File: config.mk
export PLATFORM = sky130hd
export DESIGN_NAME = rgb_led_pulse_serializer
export DESIGN_NICKNAME = d
export VERILOG_FILES = /design/src/rtl/rlps_pkg.sv /design/src/rtl/rlps_front.sv /design/src/rtl/rlps_back.sv /design/src/rtl/rgb_led_pulse_serializer.sv
export SDC_FILE = /design/constraint.sdc
export NUM_CORES = 1
export LEC_CHECK = 0
export ABC_AREA = 1
export BUFFER_PORTS_ARGS = -buffer_cell sky130_fd_sc_hd__buf_2
export CORE_ASPECT_RATIO = 0.6
export CORE_MARGIN = 1
export CORE_UTILIZATION = 35
export CTS_BUF_LIST = sky130_fd_sc_hd__clkbuf_4
export CTS_CLUSTER_SIZE = 20
export DETAILED_ROUTE_END_ITERATION = 10
export PLACE_DENSITY = 0.59
export SYNTH_ARGS = -nofsm -noshare
export SYNTH_HDL_FRONTEND = slang
export SYNTH_HIERARCHICAL = 1
export SYNTH_SLANG_ARGS = --single-unit
export TNS_END_PERCENT = 20
File: constraint.sdc
create_clock -name clk -period 3.6 [get_ports clk]
set_input_delay 0.72 -clock clk [delete_from_list [all_inputs] [get_ports clk]]
set_output_delay 0.72 -clock clk [all_outputs]
set_load 0.1 [all_outputs]
File: src/rtl/rlps_pkg.sv
// Shared types, constants and helpers for the RGB LED pulse serializer.
package rlps_pkg;

  localparam int unsigned WORD_BITS = 24;
  localparam int unsigned DUR_BITS  = 16;
  localparam int unsigned CFG_IDX_BITS = 3;
  localparam int unsigned SEG_BITS = 6;

  // Reset gap is segment 0, then two segments per bit.
  localparam logic [SEG_BITS-1:0] SEG_FIRST_BIT = SEG_BITS'(1);
  localparam logic [SEG_BITS-1:0] SEG_LAST      = SEG_BITS'(2 * WORD_BITS);

  localparam logic [CFG_IDX_BITS-1:0] CFG_ZERO_HIGH = 3'd0;
  localparam logic [CFG_IDX_BITS-1:0] CFG_ZERO_LOW  = 3'd1;
  localparam logic [CFG_IDX_BITS-1:0] CFG_ONE_HIGH  = 3'd2;
  localparam logic [CFG_IDX_BITS-1:0] CFG_ONE_LOW   = 3'd3;
  localparam logic [CFG_IDX_BITS-1:0] CFG_RESET_LOW = 3'd4;

  localparam logic [DUR_BITS-1:0] ZERO_HIGH_RST = 16'd18;
  localparam logic [DUR_BITS-1:0] ZERO_LOW_RST  = 16'd40;
  localparam logic [DUR_BITS-1:0] ONE_HIGH_RST  = 16'd35;
  localparam logic [DUR_BITS-1:0] ONE_LOW_RST   = 16'd30;
  localparam logic [DUR_BITS-1:0] RESET_LOW_RST = 16'd2500;

  typedef struct packed {
    logic [7:0] red;
    logic [7:0] green;
    logic [7:0] blue;
  } pixel_t;

  typedef struct packed {
    logic                line_level;
    logic [DUR_BITS-1:0] duration;
    logic                last;
  } seg_t;

  typedef struct packed {
    logic [DUR_BITS-1:0] zero_high;
    logic [DUR_BITS-1:0] zero_low;
    logic [DUR_BITS-1:0] one_high;
    logic [DUR_BITS-1:0] one_low;
    logic [DUR_BITS-1:0] reset_low;
  } cfg_t;

  // Head of the pixel queue as seen by the serializer.
  typedef struct packed {
    logic                 valid;
    logic [WORD_BITS-1:0] word;
  } q_head_t;

  // A zero-length segment cannot be driven; stretch it to a duration of 1.
  function automatic logic [DUR_BITS-1:0] at_least_one(input logic [DUR_BITS-1:0] v);
    logic [DUR_BITS-1:0] r;
    r = (v == '0) ? DUR_BITS'(1) : v;
    return r;
  endfunction

endpackage

File: src/rtl/rlps_front.sv
// Front end: accepts pixels, packs them GRB and queues them for the serializer.
module rlps_front import rlps_pkg::*; (
  input  logic    clk,
  input  logic    rst_n,
  input  logic    in_valid,
  output logic    in_stall,
  input  pixel_t  in_pixel,
  output q_head_t head,
  input  logic    pop
);

  logic [WORD_BITS-1:0] mem_r [2];
  logic                 wr_ptr_r, wr_ptr_nxt;
  logic                 rd_ptr_r, rd_ptr_nxt;
  logic [1:0]           count_r, count_nxt;
  logic                 push;
  logic                 do_pop;

  assign in_stall = (count_r == 2'd2);
  assign push     = in_valid && !in_stall;
  assign do_pop   = pop && (count_r != 2'd0);

  assign head.valid = (count_r != 2'd0);
  assign head.word  = mem_r[rd_ptr_r];

  always_comb begin
    wr_ptr_nxt = push ? ~wr_ptr_r : wr_ptr_r;
    rd_ptr_nxt = do_pop ? ~rd_ptr_r : rd_ptr_r;
    count_nxt  = count_r;
    if (push && !do_pop) begin
      count_nxt = count_r + 2'd1;
    end else if (!push && do_pop) begin
      count_nxt = count_r - 2'd1;
    end
  end

  always_ff @(posedge clk) begin
    if (!rst_n) begin
      wr_ptr_r <= 1'b0;
      rd_ptr_r <= 1'b0;
      count_r  <= 2'd0;
    end else begin
      wr_ptr_r <= wr_ptr_nxt;
      rd_ptr_r <= rd_ptr_nxt;
      count_r  <= count_nxt;
    end
  end

  // green goes out first, then red, then blue
  always_ff @(posedge clk) begin
    if (push) begin
      mem_r[wr_ptr_r] <= {in_pixel.green, in_pixel.red, in_pixel.blue};
    end
  end

endmodule

File: src/rtl/rlps_back.sv
// Back end: walks one packed pixel through its 49 line segments.
module rlps_back import rlps_pkg::*; (
  input  logic    clk,
  input  logic    rst_n,
  input  cfg_t    cfg,
  input  q_head_t head,
  output logic    pop,
  output logic    out_valid,
  input  logic    out_stall,
  output seg_t    out_seg
);

  logic                 busy_r, busy_nxt;
  logic [SEG_BITS-1:0]  seg_r, seg_nxt;
  logic [WORD_BITS-1:0] word_r, word_nxt;
  logic                 out_valid_r, out_valid_nxt;
  seg_t                 out_seg_r, out_seg_nxt;
  logic                 advance;
  logic                 cur_bit;
  logic                 is_last;

  assign advance = !out_valid_r || !out_stall;
  assign cur_bit = word_r[WORD_BITS-1];
  assign is_last = (seg_r == SEG_LAST);

  always_comb begin
    busy_nxt      = busy_r;
    seg_nxt       = seg_r;
    word_nxt      = word_r;
    out_valid_nxt = out_valid_r;
    out_seg_nxt   = out_seg_r;
    pop           = 1'b0;
    if (advance) begin
      out_valid_nxt = 1'b0;
      if (busy_r) begin
        out_valid_nxt = 1'b1;
        seg_nxt       = seg_r + SEG_BITS'(1);
        if (seg_r[0]) begin
          // odd segment: high part of the bit
          out_seg_nxt.line_level = 1'b1;
          out_seg_nxt.duration   = at_least_one(cur_bit ? cfg.one_high : cfg.zero_high);
          out_seg_nxt.last       = 1'b0;
        end else begin
          out_seg_nxt.line_level = 1'b0;
          out_seg_nxt.duration   = at_least_one(cur_bit ? cfg.one_low : cfg.zero_low);
          out_seg_nxt.last       = is_last;
          word_nxt               = {word_r[WORD_BITS-2:0], 1'b0};
          busy_nxt               = !is_last;
        end
      end else if (head.valid) begin
        pop                    = 1'b1;
        word_nxt               = head.word;
        busy_nxt               = 1'b1;
        seg_nxt                = SEG_FIRST_BIT;
        out_valid_nxt          = 1'b1;
        out_seg_nxt.line_level = 1'b0;
        out_seg_nxt.duration   = at_least_one(cfg.reset_low);
        out_seg_nxt.last       = 1'b0;
      end
    end
  end

  always_ff @(posedge clk) begin
    if (!rst_n) begin
      busy_r      <= 1'b0;
      seg_r       <= '0;
      out_valid_r <= 1'b0;
    end else begin
      busy_r      <= busy_nxt;
      seg_r       <= seg_nxt;
      out_valid_r <= out_valid_nxt;
    end
  end

  always_ff @(posedge clk) begin
    word_r    <= word_nxt;
    out_seg_r <= out_seg_nxt;
  end

  assign out_valid = out_valid_r;
  assign out_seg   = out_seg_r;

endmodule

File: src/rtl/rgb_led_pulse_serializer.sv
// Top level of the RGB LED pulse serializer: timing registers and the two halves.
//
// Each pixel request (red, green, blue) turns into 49 segment requests: one low
// reset gap, then the GRB word MSB first as a high and a low segment per bit,
// the last segment flagged. The serializer issues one segment per cycle while
// the sink does not stall; a two-entry pixel queue lets new pixels be taken
// while the current one is still being sent. Timing registers are sampled as
// segments are produced; a value of 0 is sent as a segment of duration 1.
module rgb_led_pulse_serializer import rlps_pkg::*; (
  input  logic                    clk,
  input  logic                    rst_n,
  input  logic                    in_valid,
  output logic                    in_stall,
  input  pixel_t                  in_pixel,
  output logic                    out_valid,
  input  logic                    out_stall,
  output seg_t                    out_seg,
  input  logic                    cfg_we,
  input  logic [CFG_IDX_BITS-1:0] cfg_index,
  input  logic [DUR_BITS-1:0]     cfg_wdata
);

  cfg_t    cfg_r, cfg_nxt;
  q_head_t head;
  logic    pop;

  always_comb begin
    cfg_nxt = cfg_r;
    if (cfg_we) begin
      unique case (cfg_index)
        CFG_ZERO_HIGH: cfg_nxt.zero_high = cfg_wdata;
        CFG_ZERO_LOW:  cfg_nxt.zero_low  = cfg_wdata;
        CFG_ONE_HIGH:  cfg_nxt.one_high  = cfg_wdata;
        CFG_ONE_LOW:   cfg_nxt.one_low   = cfg_wdata;
        CFG_RESET_LOW: cfg_nxt.reset_low = cfg_wdata;
        default:       cfg_nxt = cfg_r;
      endcase
    end
  end

  always_ff @(posedge clk) begin
    if (!rst_n) begin
      cfg_r.zero_high <= ZERO_HIGH_RST;
      cfg_r.zero_low  <= ZERO_LOW_RST;
      cfg_r.one_high  <= ONE_HIGH_RST;
      cfg_r.one_low   <= ONE_LOW_RST;
      cfg_r.reset_low <= RESET_LOW_RST;
    end else begin
      cfg_r <= cfg_nxt;
    end
  end

  rlps_front u_front (
    .clk      (clk),
    .rst_n    (rst_n),
    .in_valid (in_valid),
    .in_stall (in_stall),
    .in_pixel (in_pixel),
    .head     (head),
    .pop      (pop)
  );

  rlps_back u_back (
    .clk       (clk),
    .rst_n     (rst_n),
    .cfg       (cfg_r),
    .head      (head),
    .pop       (pop),
    .out_valid (out_valid),
    .out_stall (out_stall),
    .out_seg   (out_seg)
  );

endmodule
Word level (Yosys, flattened, before mapping)
Memories as Yosys holds them, arrays and structs flattened. A register that Yosys moved wholly into a read port is not among the register bits.
Index checks and enable logic that the tools add are counted.

operators by class
  add/subtract/negate cells = 3
  multipliers = 0
  divide/modulo/power cells = 0
  $lt $le $gt $ge = 0
  eq/ne operators = 7
  shift operators = 0
  multiplexer cells = 25
  bitwise operators = 2
  reductions and logical operators = 25

operator list
  cell                                              number
  two-way mux 16 bit                                5
  two-way mux 24 bit                                3
  two-way mux 18 bit                                3
  logical NOT 16 bit                                3
  two-way mux 6 bit                                 2
  AND reduction 2 bit                               6
  two-way mux 1 bit                                 10
  adder 6 x 1 -> 6 bit, second input constant       1
  == test 3 x 2 -> 1 bit, second input constant     2
  == test 6 bit, second input constant              1
  logical NOT 1 bit                                 6
  nonzero test 2 bit                                3
  logical AND 1 bit                                 4
  two-way mux 2 bit                                 2
  == test 3 x 1 -> 1 bit, second input constant     1
  == test 3 bit, second input constant              1
  logical NOT 3 bit                                 1
  AND reduction 3 bit                               1
  adder 2 x 1 -> 2 bit, second input constant       1
  == test 2 bit, second input constant              1
  != test 2 bit, second input constant              1
  NOT 1 bit                                         2
  subtractor 2 x 1 -> 2 bit, second input constant  1
  logical OR 1 bit                                  1

word-level totals
  register bits = 134
  bits in latches = 0
  RAM bits = 48
  ROM bits = 0
  memories kept = 1

memories
  name           words  bits a word  read ports  clocked after Yosys merged registers in  wr ports  line              RTL
  u_front.mem_r  2      24           1           1                                        1         rlps_front.sv:12  logic [WORD_BITS-1:0] mem_r [2];

Logic depth before layout (Yosys ltp)
  depth in word-level cells = 8
  mapped depth = 13

By module
The synthesis kept the hierarchy.

by module, submodules not included
  module                    instances  cells each  area an instance (um2)
  rgb_led_pulse_serializer  1          452         3228.1
  rlps_back                 1          395         2875.3
  rlps_front                1          112         2083.2

Worst setup path after synthesis
OpenSTA, ideal clock, no wires.

  path kind = register to register
  start = register u_back.out_valid_r (netlist: u_back/out_valid)
  end = register u_back.word_r[0], enable pin
  library setup time = 406 ps
  data arrival time = 2826 ps
  setup slack = 367 ps
  stages on the path, launching flop included = 6
  path buffers = 0
  period minus slack after synthesis = 3233 ps
  path through = dfxtp_1 > nand2_1 > inv_1 > nor2_2 > inv_1 > nor2_1

on the way
  word-level cells in the longest chain between the ends = 3

ends and longest elaborated chain
  item                           line             RTL
  start: declaration             rlps_back.sv:16  logic out_valid_r, out_valid_nxt;
  start signal: assignment       rlps_back.sv:71  out_valid_r <= out_valid_nxt;
  logical NOT 1 bit              rlps_back.sv:22  assign advance = !out_valid_r || !out_stall;
  logical OR 1 bit               rlps_back.sv:22
  AND reduction 3 bit (no line)  --
  end signal: assignment         rlps_back.sv:76  word_r <= word_nxt;
  end: declaration               rlps_back.sv:15  logic [WORD_BITS-1:0] word_r, word_nxt;

Every way passes these cells.
A chain may end at the register's enable or synchronous reset.

Worst setup path after layout
  start = register u_back.busy_r
  end = register u_back.busy_r

on the way
  word-level cells in the longest chain between the ends = 1

ends and longest elaborated chain
  item                      line             RTL
  start: declaration        rlps_back.sv:13  logic busy_r, busy_nxt;
  start signal: assignment  rlps_back.sv:69  busy_r <= busy_nxt;
  two-way mux 1 bit         rlps_back.sv:35  if (busy_r) begin

Every way passes these cells.

==> metrics <==
DP HPWL=14.4 mm; P per Cell Area=733 nW/µm²; CP max FO=25; first-pass GRT wire length=32.6 mm; maximum clock path buffer count=2; share of cells above drive strength 1=15.4%; vias per cell=4.74; Max-cap violations=0; Final Max Tran Viols=0; GR Util All Layers=18.2%; Buf+Inv Stages, Crit Path=3; CP peak stage delay=650 ps; Die Y=120 µm; setup_tns=0 ps; chip width=199 µm; Detail Route Antenna Nets=0; CTS hold repair buffers=0; clock share of power=18.3%; WP data required=4110 ps; # rows=42; asr flop ratio synth=0%; Routed WL per cell=15.7 µm; Worst-path clk slew=160 ps; CTS tree=done; antenna violations before repair=0; post-route setup slack=1270 ps; clk_skew=22.2 ps; diode count=0; most frequent cells in the layout=nand2_1, nor2_1, nand3_1, dfxtp_1, edfxtp_1; post-CTS setup buffer count=0; Hold Path Origin=in_pixel[12]; Core ar.=22500 µm²; pin count of the biggest net entering global routing=42; top_reg_cell synth=dfxtp_1; NetSw=2.83 mW; crit end category=flip-flop; DR iter-0 viols=505; Seq cells post-synth=183; H-tree depth=4; Synth Area per Inst=8.54 µm²; die area=24000 µm²; Final Net Count=1062; Yosys warnings=6; port bufs=67; peak supply drop=0.359 mV; status=finished clean; TritonCTS buffer count=17; Post-synth EDFFs=90; Final setup viols=0; Synth Instances=959; post-synth top area share=33.0%; final period utilization=64.8%; Startpoint Class=flip-flop; kind of critical path=reg -> reg; filler cell count=2361; sequential power share=44.3%; I/O pin count=68; Root Driver=clkbuf_4; Clk Latency, worst-skew pair=600 ps; crit-path cells=buf_4 > inv_1 > nor2_2 > nand3_1 > nor2_1 > a211o_1 > inv_1; Critical Path Source=u_back/busy_r; Total Wirelength=21.0 mm; via count=6308; Rel. slew slack=39.6%; post-synthesis sequential area ratio=55.8%; DP Worst Slack=1190 ps; Synth Net Count=1010; R2R Path Start=u_back/busy_r; most common cell after layout, fill and taps aside=nand2_1; drc violations=0; switch share=43.0%; CP most frequent cell=inv_1; fin crit period=2330 ps; Pre-Repair DR Iteration Count=5; Logic pwr share=37.4%; Internal Dissipation=3.75 mW; Slowest-stage cell, CP=nor2_2; total grt overflow=0; Final Hold Fails=0; leakage power=3.87 nW; RSZ-0062 raised after global routing=no; Fmax=429 MHz; distinct cell type count after synthesis=32; top post-synthesis cells by area=edfxtp_1, dfxtp_1, nand2_1; critical path data arrival time=2840 ps; Slew @ Worst Pin=904 ps; largest area contributor in the netlist=edfxtp_1; Area growth, synth to finish=9.75%; CTS resizes=0; Tightest Hold Check Type=in -> reg; starting density of the core=36.4%; delay-heaviest family, CP=simple AND/OR/NAND/NOR gates; Syn Std Cell Area=8190 µm²; vias in the first global route=5592; CTS Sinks=183; RePlAce Congestion=0.980
registers in the layout (all words and copies together) (netlist names), named ones only:
register,count
cfg_r,80
u_front/mem_r,48
u_back/word_r,24
u_back/out_seg,18
u_back/seg_r,6
u_front/count_r,2
u_back/busy_r,1
u_back/out_valid,1
u_front/rd_ptr_r,1
u_front/wr_ptr_r,1
final cells by class:
class                      count  area [µm²]  area share [%]
sequential                   183        4560            50.8
timing repair buffer          80         433            4.82
clock inverter                12         143            1.59
multi-input combinational    682        3130            34.9
tap                          308         385            4.29
clock buffer                  20         150            1.67
inverter                      47         176            1.96
synth_stat cells, drive strengths merged (3+ instances only):
library cell and number:
a21oi 4, buf 37, inv 46, nor3 3, edfxtp 90, nand3 129
nor2 183, o21ai 5, clkbuf 10, mux2 24, dfxtp 93, ha 3
nand2 321
power groups by stage:
stage | logic, mW | clock network (mW) | registers, mW
final | 2.46 | 1.20 | 2.92
after global routing | 2.65 | 1.33 | 2.96
after CTS | 2.48 | 1.24 | 2.92
after detailed placement | 2.47 | 0 | 2.97
after global placement | 2.46 | 0 | 2.97
after floorplan | 1.25 | 0 | 3.68
metrics by stage:
| step | hold WS [ps] | utilization [%] | area (µm²) | total power [mW] | cells |
|---|---|---|---|---|---|
| floorplan | 429 | - | 8190 | 4.93 | 959 |
| global placement | 443 | 38.6 | 8690 | 5.43 | 1300 |
| finish | 295 | 39.9 | 8980 | 6.58 | 1332 |
| CTS | 246 | 39.9 | 8980 | 6.64 | 1332 |
| detailed placement | 444 | 38.6 | 8690 | 5.44 | 1300 |
| global route | 228 | 39.9 | 8980 | 6.94 | 1332 |
per-layer routing:
metal  wire length (µm)  up-vias  global-route usage (%)
met5                  0        -                       0
met4                127        0                    4.10
met3               1640       13                    4.35
met2               7900      194                    23.1
met1              11300     2916                    29.9
li1                   -     3185                       -
logic make-up after synthesis:
logic type / share of synthesized area (%)
AO/OA/AOI/OAI: 0.886
multiplexers: 4.22
buffers and inverters: 6.13
flip-flops: 55.8
adder cells (fa/ha/maj): 0.459
AND/OR/NAND/NOR: 32.6
path summary, 6_finish.rpt:
| check | endpoint | cells past startpoint | slack, ps |
|---|---|---|---|
| max | u_back/busy_r | 7 | 1270 |
| min | u_front/mem_r[1][20] | 1 | 290 |
| max reg2reg | u_back/busy_r | 7 | 1270 |
| min reg2reg | cfg_r[17] | 2 | 480 |
(Power assumes the default switching activity.)
